--- config.mk ---
export PLATFORM = sky130hd
export DESIGN_NAME = marker_sync_frame_receiver_top
export DESIGN_NICKNAME = d
export VERILOG_FILES = /design/src/rtl/msfr_pkg.sv /design/src/rtl/msfr_hist.sv /design/src/rtl/msfr_sync.sv /design/src/rtl/marker_sync_frame_receiver_top.sv
export SDC_FILE = /design/constraint.sdc
export NUM_CORES = 1
export LEC_CHECK = 0
export BUFFER_PORTS_ARGS = -buffer_cell sky130_fd_sc_hd__buf_2
export CORE_MARGIN = 1
export CORE_UTILIZATION = 45
export DETAILED_ROUTE_END_ITERATION = 8
export HOLD_SLACK_MARGIN = 0.1
export RECOVER_POWER = 25
export SYNTH_ARGS = -nofsm -noshare
export SYNTH_HDL_FRONTEND = slang
export SYNTH_SLANG_ARGS = --single-unit
--- constraint.sdc ---
create_clock -name clk -period 8.7 [get_ports clk]
set_clock_uncertainty 0.15 [all_clocks]
set_input_delay 0 -clock clk [delete_from_list [all_inputs] [get_ports clk]]
set_output_delay 0 -clock clk [all_outputs]
set_load 0.005 [all_outputs]
--- src/rtl/msfr_pkg.sv ---
`timescale 1ns / 1ps
// shared constants and types for the marker sync frame receiver
// no dependencies

package msfr_pkg;

    localparam int BYTE_W   = 8;
    localparam int POS_W    = 7;
    localparam int TALLY_W  = 16;
    localparam int WORD_W   = 32;
    localparam int AXIS_MAX = 5;

    localparam logic [BYTE_W-1:0]  MARK_BYTE    = 8'h2A;
    localparam logic [POS_W-1:0]   TRAILER_SKIP = 7'd3;
    localparam logic [TALLY_W-1:0] TALLY_MAX    = 16'hFFFF;

    // what the sync controller reports for the word it just processed
    typedef struct packed {
        logic               done;
        logic               good;
        logic               first;
        logic [TALLY_W-1:0] tally;
    } frame_evt_t;

endpackage

--- src/rtl/msfr_hist.sv ---
`timescale 1ns / 1ps
// byte history shift line holding the most recent frame bytes
// depends on msfr_pkg

module msfr_hist
    import msfr_pkg::*;
#(
    parameter int DEPTH = 23
)
(
    input  logic                         clk,
    input  logic                         shift_en,
    input  logic [BYTE_W-1:0]            din,
    output logic [DEPTH-1:0][BYTE_W-1:0] taps
);

    logic [DEPTH-1:0][BYTE_W-1:0] hist_reg;
    logic [DEPTH-1:0][BYTE_W-1:0] hist_next;

    // tap 0 is the newest byte
    always_comb
    begin
        hist_next = hist_reg;
        if (shift_en)
        begin
            hist_next[0] = din;
            for (int i = 1; i < DEPTH; i++)
            begin
                hist_next[i] = hist_reg[i-1];
            end
        end
    end

    always_ff @(posedge clk)
    begin
        hist_reg <= hist_next;
    end

    assign taps = hist_reg;

endmodule

--- src/rtl/msfr_sync.sv ---
`timescale 1ns / 1ps
// lock state machine: marker search, confirm, trailer skip and frame receive
// depends on msfr_pkg

module msfr_sync
    import msfr_pkg::*;
#(
    parameter int FRAME_LENGTH = 24
)
(
    input  logic              clk,
    input  logic              rst_n,
    input  logic              step,
    input  logic [BYTE_W-1:0] rx_byte,
    input  logic [BYTE_W-1:0] marker_byte,
    output logic              store_en,
    output frame_evt_t        evt
);

    typedef enum logic [1:0] {
        PH_UNSYNC,
        PH_CONFIRM,
        PH_ROLLOUT,
        PH_RECEIVE
    } phase_t;

    localparam logic [POS_W-1:0] FL = POS_W'(FRAME_LENGTH);

    phase_t             phase_reg, phase_next;
    logic [POS_W-1:0]   pos_reg, pos_next;
    logic [TALLY_W-1:0] tally_reg, tally_next;
    logic               seen_reg, seen_next;
    logic [POS_W-1:0]   pos_inc;

    assign pos_inc  = pos_reg + POS_W'(1);
    assign store_en = (phase_reg == PH_RECEIVE) && (pos_reg < FL);

    always_comb
    begin
        phase_next = phase_reg;
        pos_next   = pos_reg;
        tally_next = tally_reg;
        seen_next  = seen_reg;
        evt.done   = 1'b0;
        evt.good   = 1'b0;
        evt.first  = 1'b0;
        case (phase_reg)
            PH_UNSYNC:
            begin
                if (rx_byte == MARK_BYTE)
                begin
                    phase_next = PH_CONFIRM;
                    pos_next   = '0;
                end
            end
            PH_CONFIRM:
            begin
                pos_next = pos_inc;
                if (pos_inc == FL && rx_byte == MARK_BYTE)
                begin
                    phase_next = PH_ROLLOUT;
                    pos_next   = '0;
                end
                if (pos_inc > FL)
                begin
                    phase_next = PH_UNSYNC;
                end
            end
            PH_ROLLOUT:
            begin
                pos_next = pos_inc;
                if (pos_inc == TRAILER_SKIP)
                begin
                    phase_next = PH_RECEIVE;
                    pos_next   = '0;
                end
            end
            PH_RECEIVE:
            begin
                // frame is checked once the last byte lands
                if (pos_reg < FL)
                begin
                    pos_next = pos_inc;
                    evt.done = (pos_inc >= FL);
                end
                else
                begin
                    evt.done = 1'b1;
                end
                if (evt.done)
                begin
                    if (marker_byte == MARK_BYTE)
                    begin
                        evt.good  = 1'b1;
                        evt.first = !seen_reg;
                        seen_next = 1'b1;
                        pos_next  = '0;
                    end
                    else
                    begin
                        if (tally_reg != TALLY_MAX)
                        begin
                            tally_next = tally_reg + TALLY_W'(1);
                        end
                        phase_next = PH_UNSYNC;
                    end
                end
            end
            default:
            begin
                phase_next = PH_UNSYNC;
            end
        endcase
        evt.tally = tally_next;
    end

    always_ff @(posedge clk or negedge rst_n)
    begin
        if (!rst_n)
        begin
            phase_reg <= PH_UNSYNC;
            pos_reg   <= '0;
            tally_reg <= '0;
            seen_reg  <= 1'b0;
        end
        else if (step)
        begin
            phase_reg <= phase_next;
            pos_reg   <= pos_next;
            tally_reg <= tally_next;
            seen_reg  <= seen_next;
        end
    end

endmodule

--- src/rtl/marker_sync_frame_receiver_top.sv ---
`timescale 1ns / 1ps
// top level of the marker sync frame receiver: input and result registers
// depends on msfr_pkg, msfr_sync, msfr_hist

// One received byte per word, one word per clock while the output is not
// stalled. A byte is taken into the input register; the lock state machine
// and the byte history shift line then process it and, when a frame
// completes, the result register is loaded. Only a result left waiting at a
// stalled output holds the input side back, and then only once the input
// register is also full.
// FRAME_LENGTH sets the depth of the history shift line (FRAME_LENGTH-1
// bytes); AXIS_COUNT axis words are filled, the rest read as zero.

module marker_sync_frame_receiver_top
    import msfr_pkg::*;
#(
    parameter int FRAME_LENGTH = 24,
    parameter int AXIS_COUNT   = 5
)
(
    input  logic               clk,
    input  logic               rst_n,
    input  logic               in_valid,
    output logic               in_stall,
    input  logic [BYTE_W-1:0]  rx_byte,
    output logic               out_valid,
    input  logic               out_stall,
    output logic               frame_good,
    output logic               frame_bad,
    output logic [WORD_W-1:0]  axis_word_0,
    output logic [WORD_W-1:0]  axis_word_1,
    output logic [WORD_W-1:0]  axis_word_2,
    output logic [WORD_W-1:0]  axis_word_3,
    output logic [WORD_W-1:0]  axis_word_4,
    output logic [BYTE_W-1:0]  status_bits,
    output logic               first_frame,
    output logic [TALLY_W-1:0] bad_frame_total
);

    localparam int HIST_DEPTH = FRAME_LENGTH - 1;

    logic                 in_valid_reg, in_valid_next;
    logic [BYTE_W-1:0]    in_byte_reg;
    logic                 in_accept;
    logic                 fire;

    logic                 store_en;
    frame_evt_t           evt;
    logic [HIST_DEPTH-1:0][BYTE_W-1:0] taps;

    logic                 out_valid_reg, out_valid_next;
    logic                 good_reg, bad_reg, first_reg;
    logic [BYTE_W-1:0]    status_reg;
    logic [TALLY_W-1:0]   tally_reg;
    logic [AXIS_MAX-1:0][WORD_W-1:0] axis_reg;
    logic [AXIS_MAX-1:0][WORD_W-1:0] axis_next;

    // the processing stage moves only when the result slot is free or leaving
    assign fire      = in_valid_reg && (!out_valid_reg || !out_stall);
    assign in_stall  = in_valid_reg && !fire;
    assign in_accept = in_valid && !in_stall;

    always_comb
    begin
        in_valid_next = in_valid_reg;
        if (in_accept)
        begin
            in_valid_next = 1'b1;
        end
        else if (fire)
        begin
            in_valid_next = 1'b0;
        end

        out_valid_next = out_valid_reg;
        if (fire && evt.done)
        begin
            out_valid_next = 1'b1;
        end
        else if (!out_stall)
        begin
            out_valid_next = 1'b0;
        end
    end

    msfr_sync #(
        .FRAME_LENGTH (FRAME_LENGTH)
    ) u_sync (
        .clk         (clk),
        .rst_n       (rst_n),
        .step        (fire),
        .rx_byte     (in_byte_reg),
        .marker_byte (taps[2]),
        .store_en    (store_en),
        .evt         (evt)
    );

    msfr_hist #(
        .DEPTH (HIST_DEPTH)
    ) u_hist (
        .clk      (clk),
        .shift_en (fire && store_en),
        .din      (in_byte_reg),
        .taps     (taps)
    );

    // frame byte p sits at tap FRAME_LENGTH-2-p while the last byte is current
    always_comb
    begin
        axis_next = '0;
        for (int k = 0; k < AXIS_MAX; k++)
        begin
            if (k < AXIS_COUNT && evt.good)
            begin
                for (int b = 0; b < 4; b++)
                begin
                    axis_next[k][b*BYTE_W +: BYTE_W] = taps[FRAME_LENGTH - 2 - (4*k + b)];
                end
            end
        end
    end

    always_ff @(posedge clk or negedge rst_n)
    begin
        if (!rst_n)
        begin
            in_valid_reg  <= 1'b0;
            out_valid_reg <= 1'b0;
        end
        else
        begin
            in_valid_reg  <= in_valid_next;
            out_valid_reg <= out_valid_next;
        end
    end

    always_ff @(posedge clk)
    begin
        if (in_accept)
        begin
            in_byte_reg <= rx_byte;
        end
        if (fire && evt.done)
        begin
            good_reg   <= evt.good;
            bad_reg    <= !evt.good;
            first_reg  <= evt.first;
            tally_reg  <= evt.tally;
            status_reg <= evt.good ? in_byte_reg : '0;
            axis_reg   <= axis_next;
        end
    end

    assign out_valid       = out_valid_reg;
    assign frame_good      = good_reg;
    assign frame_bad       = bad_reg;
    assign first_frame     = first_reg;
    assign bad_frame_total = tally_reg;
    assign status_bits     = status_reg;
    assign axis_word_0     = axis_reg[0];
    assign axis_word_1     = axis_reg[1];
    assign axis_word_2     = axis_reg[2];
    assign axis_word_3     = axis_reg[3];
    assign axis_word_4     = axis_reg[4];

endmodule
# Word-level counts from Yosys, hierarchy flattened
# Cells that the tools add are included.
# classes
shift	0
add_sub_neg	2
div_mod_pow	0
bitwise	0
n_reduce_logical	20
n_eq_ne	14
order_cmp	3
multipliers	0
mux	27
# op_table
op	n
$mux 16	4
$mux 7	6
$pmux 7 s4	1
$add 16x1->16 const B	1
$eq 8x6->1 const B	2
$mux 2	8
$ne 16x16->1 const B	1
$pmux 2 s4	1
$add 7x1->7 const B	1
$eq 7x2->1 const B	1
$eq 7x5->1 const B	1
$ge 7x5->1 const B	1
$gt 7x5->1 const B	1
$logic_and 1x1->1	7
$lt 7x5->1 const B	1
$logic_not 1->1	6
$mux 1	6
$ne 2x1->1 const B	3
$reduce_and 6->1	1
$eq 2x2->1 const B	2
$ne 2x2->1 const B	2
$reduce_and 4->1	1
$mux 3	1
$ne 3x1->1 const B	1
6 further kinds	6
# totals
rom_bits	0
elab_cells	106
latchBits	0
input_bits	12
n_memories	0
reg_bits	407
ramBits	0
output_inout_bits	189

# Depth between registers and ports, before layout
# depth
word_depth	8
depth_mapped	9
mapped_depth_nobuf	6

# By module
# Synthesis repeated with hierarchy kept, for this count alone.
# hier_totals
cells_unflattened	833
area_unflattened_um2	14790.4
# by_module_without_submodules
mod	seq_area_each_um2	instances	cells_per_inst	area_per_inst_um2
marker_sync_frame_receiver_top	5905.7	1	394	7174.4
msfr_hist	5525.3	1	184	5525.3
msfr_sync	650.6	1	255	2090.8

# Least setup slack after synthesis
# No wires, ideal clock.
# synth_path
path_kind	reg-to-reg
startpoint	reg u_sync.pos_reg[1]
endpoint	reg axis_reg (netlist bit axis_word_0[0]), enable pin
slack_ps	3137
required_ps	8012
path_stages_with_launch	7
period_less_slack_ps	5563
arrival_ps	4875
path_buffers	1
setup_time_ps	538
path_cell_list	dfrtp_1 -> ha_1 -> and3_1 -> a221o_1 -> buf_2 -> nand3_1 -> inv_1
# synth_between
elab_chain_cells	6
elab_cells_between_ends	7
# synth_rtl
item	line_no	source
start: declaration	msfr_sync.sv:30	logic [POS_W-1:0] pos_reg, pos_next;
start signal: assignment	msfr_sync.sv:129	pos_reg <= pos_next;
$add 7x1->7	msfr_sync.sv:35	assign pos_inc = pos_reg + POS_W'(1);
$ge 7x5->1	msfr_sync.sv:84	evt.done = (pos_inc >= FL);
$mux 1 (*)	msfr_sync.sv:81	if (pos_reg < FL)
$mux 1 (*)	msfr_sync.sv:47	case (phase_reg)
$mux 3 (*)	msfr_sync.sv:47	
$logic_and 1x1->1 (*)	marker_sync_frame_receiver_top.sv:143	if (fire && evt.done)
end signal: assignment	marker_sync_frame_receiver_top.sv:150	axis_reg <= axis_next;
end: declaration	marker_sync_frame_receiver_top.sv:55	logic [AXIS_MAX-1:0][WORD_W-1:0] axis_reg;
# Every way passes the cells marked *; elsewhere a longest branch is shown, timed or not. The select of a mux whose other input is x is not followed.
# A chain may end at the register's enable or synchronous reset.

# Final worst setup path
# layout_path
startpoint	reg u_sync.pos_reg[0]
endpoint	reg axis_reg (netlist bit axis_word_1[25]), enable pin
# The elaborated chain is that of the path after synthesis.

==> impl_metrics.ini <==
[setup_path]
end_kind = flop
critical_path_class = flop to flop
required_ps = 8690
regToRegStartpoint = u_sync.pos_reg[0]$_DFFE_PN0P_
r2r_end = axis_word_1[25]$_SDFFCE_PN0P_
start_kind = flop
cp_data_arrival_time_ps = 3980
reg2reg_depth = 6
cp_max_fo = 107
r2r_setup_slack_ps = 4710

[cells_and_area]
antennaDiodeCount = 0
instances_no_fill = 1530
largest_reg_flops = 184
syn2layout_area_growth_pct = 20.0
final_area_mm2 = 0.0177
drive_gt1_share_pct = 25.1
nets = 1077
num-fill-cells = 2569

[timing]
hold_viol = 0
maxSlewViolCount = 29
period_needed_ps = 3990
finalSetupViolations = 0
grt_setup_unrepaired = false
whs_ps = 141
min_period_over_period_pct = 45.9
fmaxAchievable_mhz = 251
max_slew_margin_pct = -10.4
max_slew.worst_pin.slew_ps = 1660
fin_tns_setup_ps = 0

[worst_hold_path]
holdPathEnd = out_valid$_DFFE_PN0P_
min-delay-path-class = primary input to flop
holdCritStartpoint = out_stall
hold_depth = 4

[yosys]
synth_ff_type = edfxtp_1
synth-warning-count = 0
synth.area.top_cells = edfxtp_1 77%, and2_1 7.3%, dfrtp_1 4.8%
yosys.area.top_type = edfxtp_1
ys_async_sr_fraction_pct = 6.88
seq_area_frac_synth_pct = 82.1
syn_area_per_cell_um2 = 17.8
syn_area_mm2 = 0.0147
synth-edff-count = 379
yosysTopAreaCellShare_pct = 77.3
ys_types = 58
ys_seq_elements = 407
synthCells = 826
syn_nets = 841

[cts]
clockRootBuffer = clkbuf_16
clk_pin_slew_ps = 60
htreeDepth = 2
tritoncts = built
numCtsBuffers = 41
clk_latency_ps = 520
clock_sinks = 407
cts_max_path_buffers = 3
postCtsSetupBuffers = 0

[drt]
drc = 0
postRouteAntennaNets = 0
drtPass1Iterations = 5
via_per_inst = 4.92
drtIter0Drc = 729
wl_um = 25800
vias = 7534
wl_per_cell_um = 16.8

[placed_design]
dp_hpwl_um = 15200
portBuffers = 200
gp_congestion = 0.817
placed_cell_area_mm2 = 0.0161
placed_cells = 1431

[pwr]
p_leak_nw = 6.99
vdd_ir_drop_max_uv = 159
total_power_mw = 4.62
power_density_mw_per_mm2 = 262

[floorplan]
die_w_um = 183
initial_core_util_pct = 46.2
rows = 65
dieHeight_um = 183
ioPinCount = 201
dieArea_mm2 = 0.0334
core-area_mm2 = 0.0319

[global_routing]
grt_pass1_vias = 7205
grtUsageTotal_pct = 15.2
grt_max_degree = 113
grt_overflow_total = 0
antenna_found_initial = 0
grt_pass1_wl_um = 39200

[run_status]
outcome = finished, violations left
violations = capacitance limit, slew limit

[job]
drv_cap = 1
## placed cells by master, fill, tap and decap left out, types with 5 or more instances in the layout
cell type / synthesis / final
nand2_1: 27 / 27
dlygate4sd3_1: 0 / 22
xor2_1: 8 / 8
o21ai_0: 9 / 9
mux2_2: 7 / 7
nand3_1: 18 / 18
edfxtp_1: 379 / 379
xnor2_1: 15 / 15
nand2_2: 5 / 5
clkbuf_1: 21 / 18
clkbuf_16: 0 / 41
a31oi_1: 5 / 5
buf_2: 7 / 187
and3_1: 10 / 10
nor3_1: 14 / 14
nor4_1: 8 / 8
clkinv_1: 0 / 13
o31ai_1: 7 / 7
nor2_1: 13 / 13
and2_1: 171 / 171
clkinv_2: 0 / 6
dfrtp_1: 28 / 28
## area by class of cell
class                   count  area [µm²]  share of cell area [%]
multi-input cells         378        2450                    13.8
clock inverters            28         229                    1.30
well taps                 435         544                    3.08
repair buffers            227        1240                    7.01
clock buffers              48        1080                    6.13
flip-flops and latches    407       12100                    68.4
inverters                   7        43.8                   0.248
## worst max-delay path: stages, from the launching register on
cell     delay [ps]
dfrtp_1         470
ha_1            430
and3_1          260
a221o_1         370
nand3_1         310
inv_8           630
buf_4           900
## per-layer routing
metal  GRT usage (%)  up-vias  part of all wire [%]
met5               0        -                     0
met4            4.20        0                   1.8
met3            3.20       42                   6.1
met2            24.0      243                    46
met1            21.4     3695                    46
li1                -     3554                     -
## metrics by stage
step	util (%)	setup slack, ps
after floorplan	-	3140
after global placement	50.6	4760
after detailed placement	50.6	4680
after CTS	55.5	4640
after global routing	55.4	4330
final	55.4	4710
## timing repair
| item | in CTS | in global routing |
|---|---|---|
| endpoints found under the hold margin | 62 | 0 |
| gates resized for setup | 0 | 0 |
| hold buffers | 23 | 0 |
## report_power, final
part	internal (mW)	switching (mW)
Combinational	0.0719	0.172
Clock	0.984	0.703
Sequential	2.54	0.150
Total	3.60	1.03
## synthesized netlist by cell type, types with 8 or more instances
cell type    n
edfxtp_1   379
and2_1     171
dfrtp_1     28
nand2_1     27
clkbuf_1    21
nand3_1     18
xnor2_1     15
nor3_1      14
nor2_1      13
and3_1      10
o21ai_0      9
nor4_1       8
xor2_1       8
## worst max-delay path by stage
stage	startpoint	endpoint	slack, ps	cells after the start
after floorplan	u_sync.pos_reg[1]$_DFFE_PN0P_	axis_word_0[0]$_SDFFCE_PN0P_	3140	6
after global placement	u_sync.pos_reg[0]$_DFFE_PN0P_	axis_word_1[17]$_SDFFCE_PN0P_	4760	6
after detailed placement	u_sync.pos_reg[0]$_DFFE_PN0P_	axis_word_0[20]$_SDFFCE_PN0P_	4680	6
after CTS	u_sync.pos_reg[0]$_DFFE_PN0P_	axis_word_1[25]$_SDFFCE_PN0P_	4640	6
after global routing	u_sync.pos_reg[0]$_DFFE_PN0P_	axis_word_0[20]$_SDFFCE_PN0P_	4330	6
final	u_sync.pos_reg[0]$_DFFE_PN0P_	axis_word_1[25]$_SDFFCE_PN0P_	4710	6
## cells by family (layout without fill, tap and decap cells)
family          count (synthesis)  after routing  share of synthesized area, %
fa+ha+maj                       3              3                         0.255
compound gates                 50             50                          2.40
simple gates                  293            293                          11.9
xor+xnor                       23             23                          1.37
flops                         407            407                          82.1
buf+inv                        41            310                          1.33
mux                             9              9                         0.680
Power figures use the tool's default switching activity.
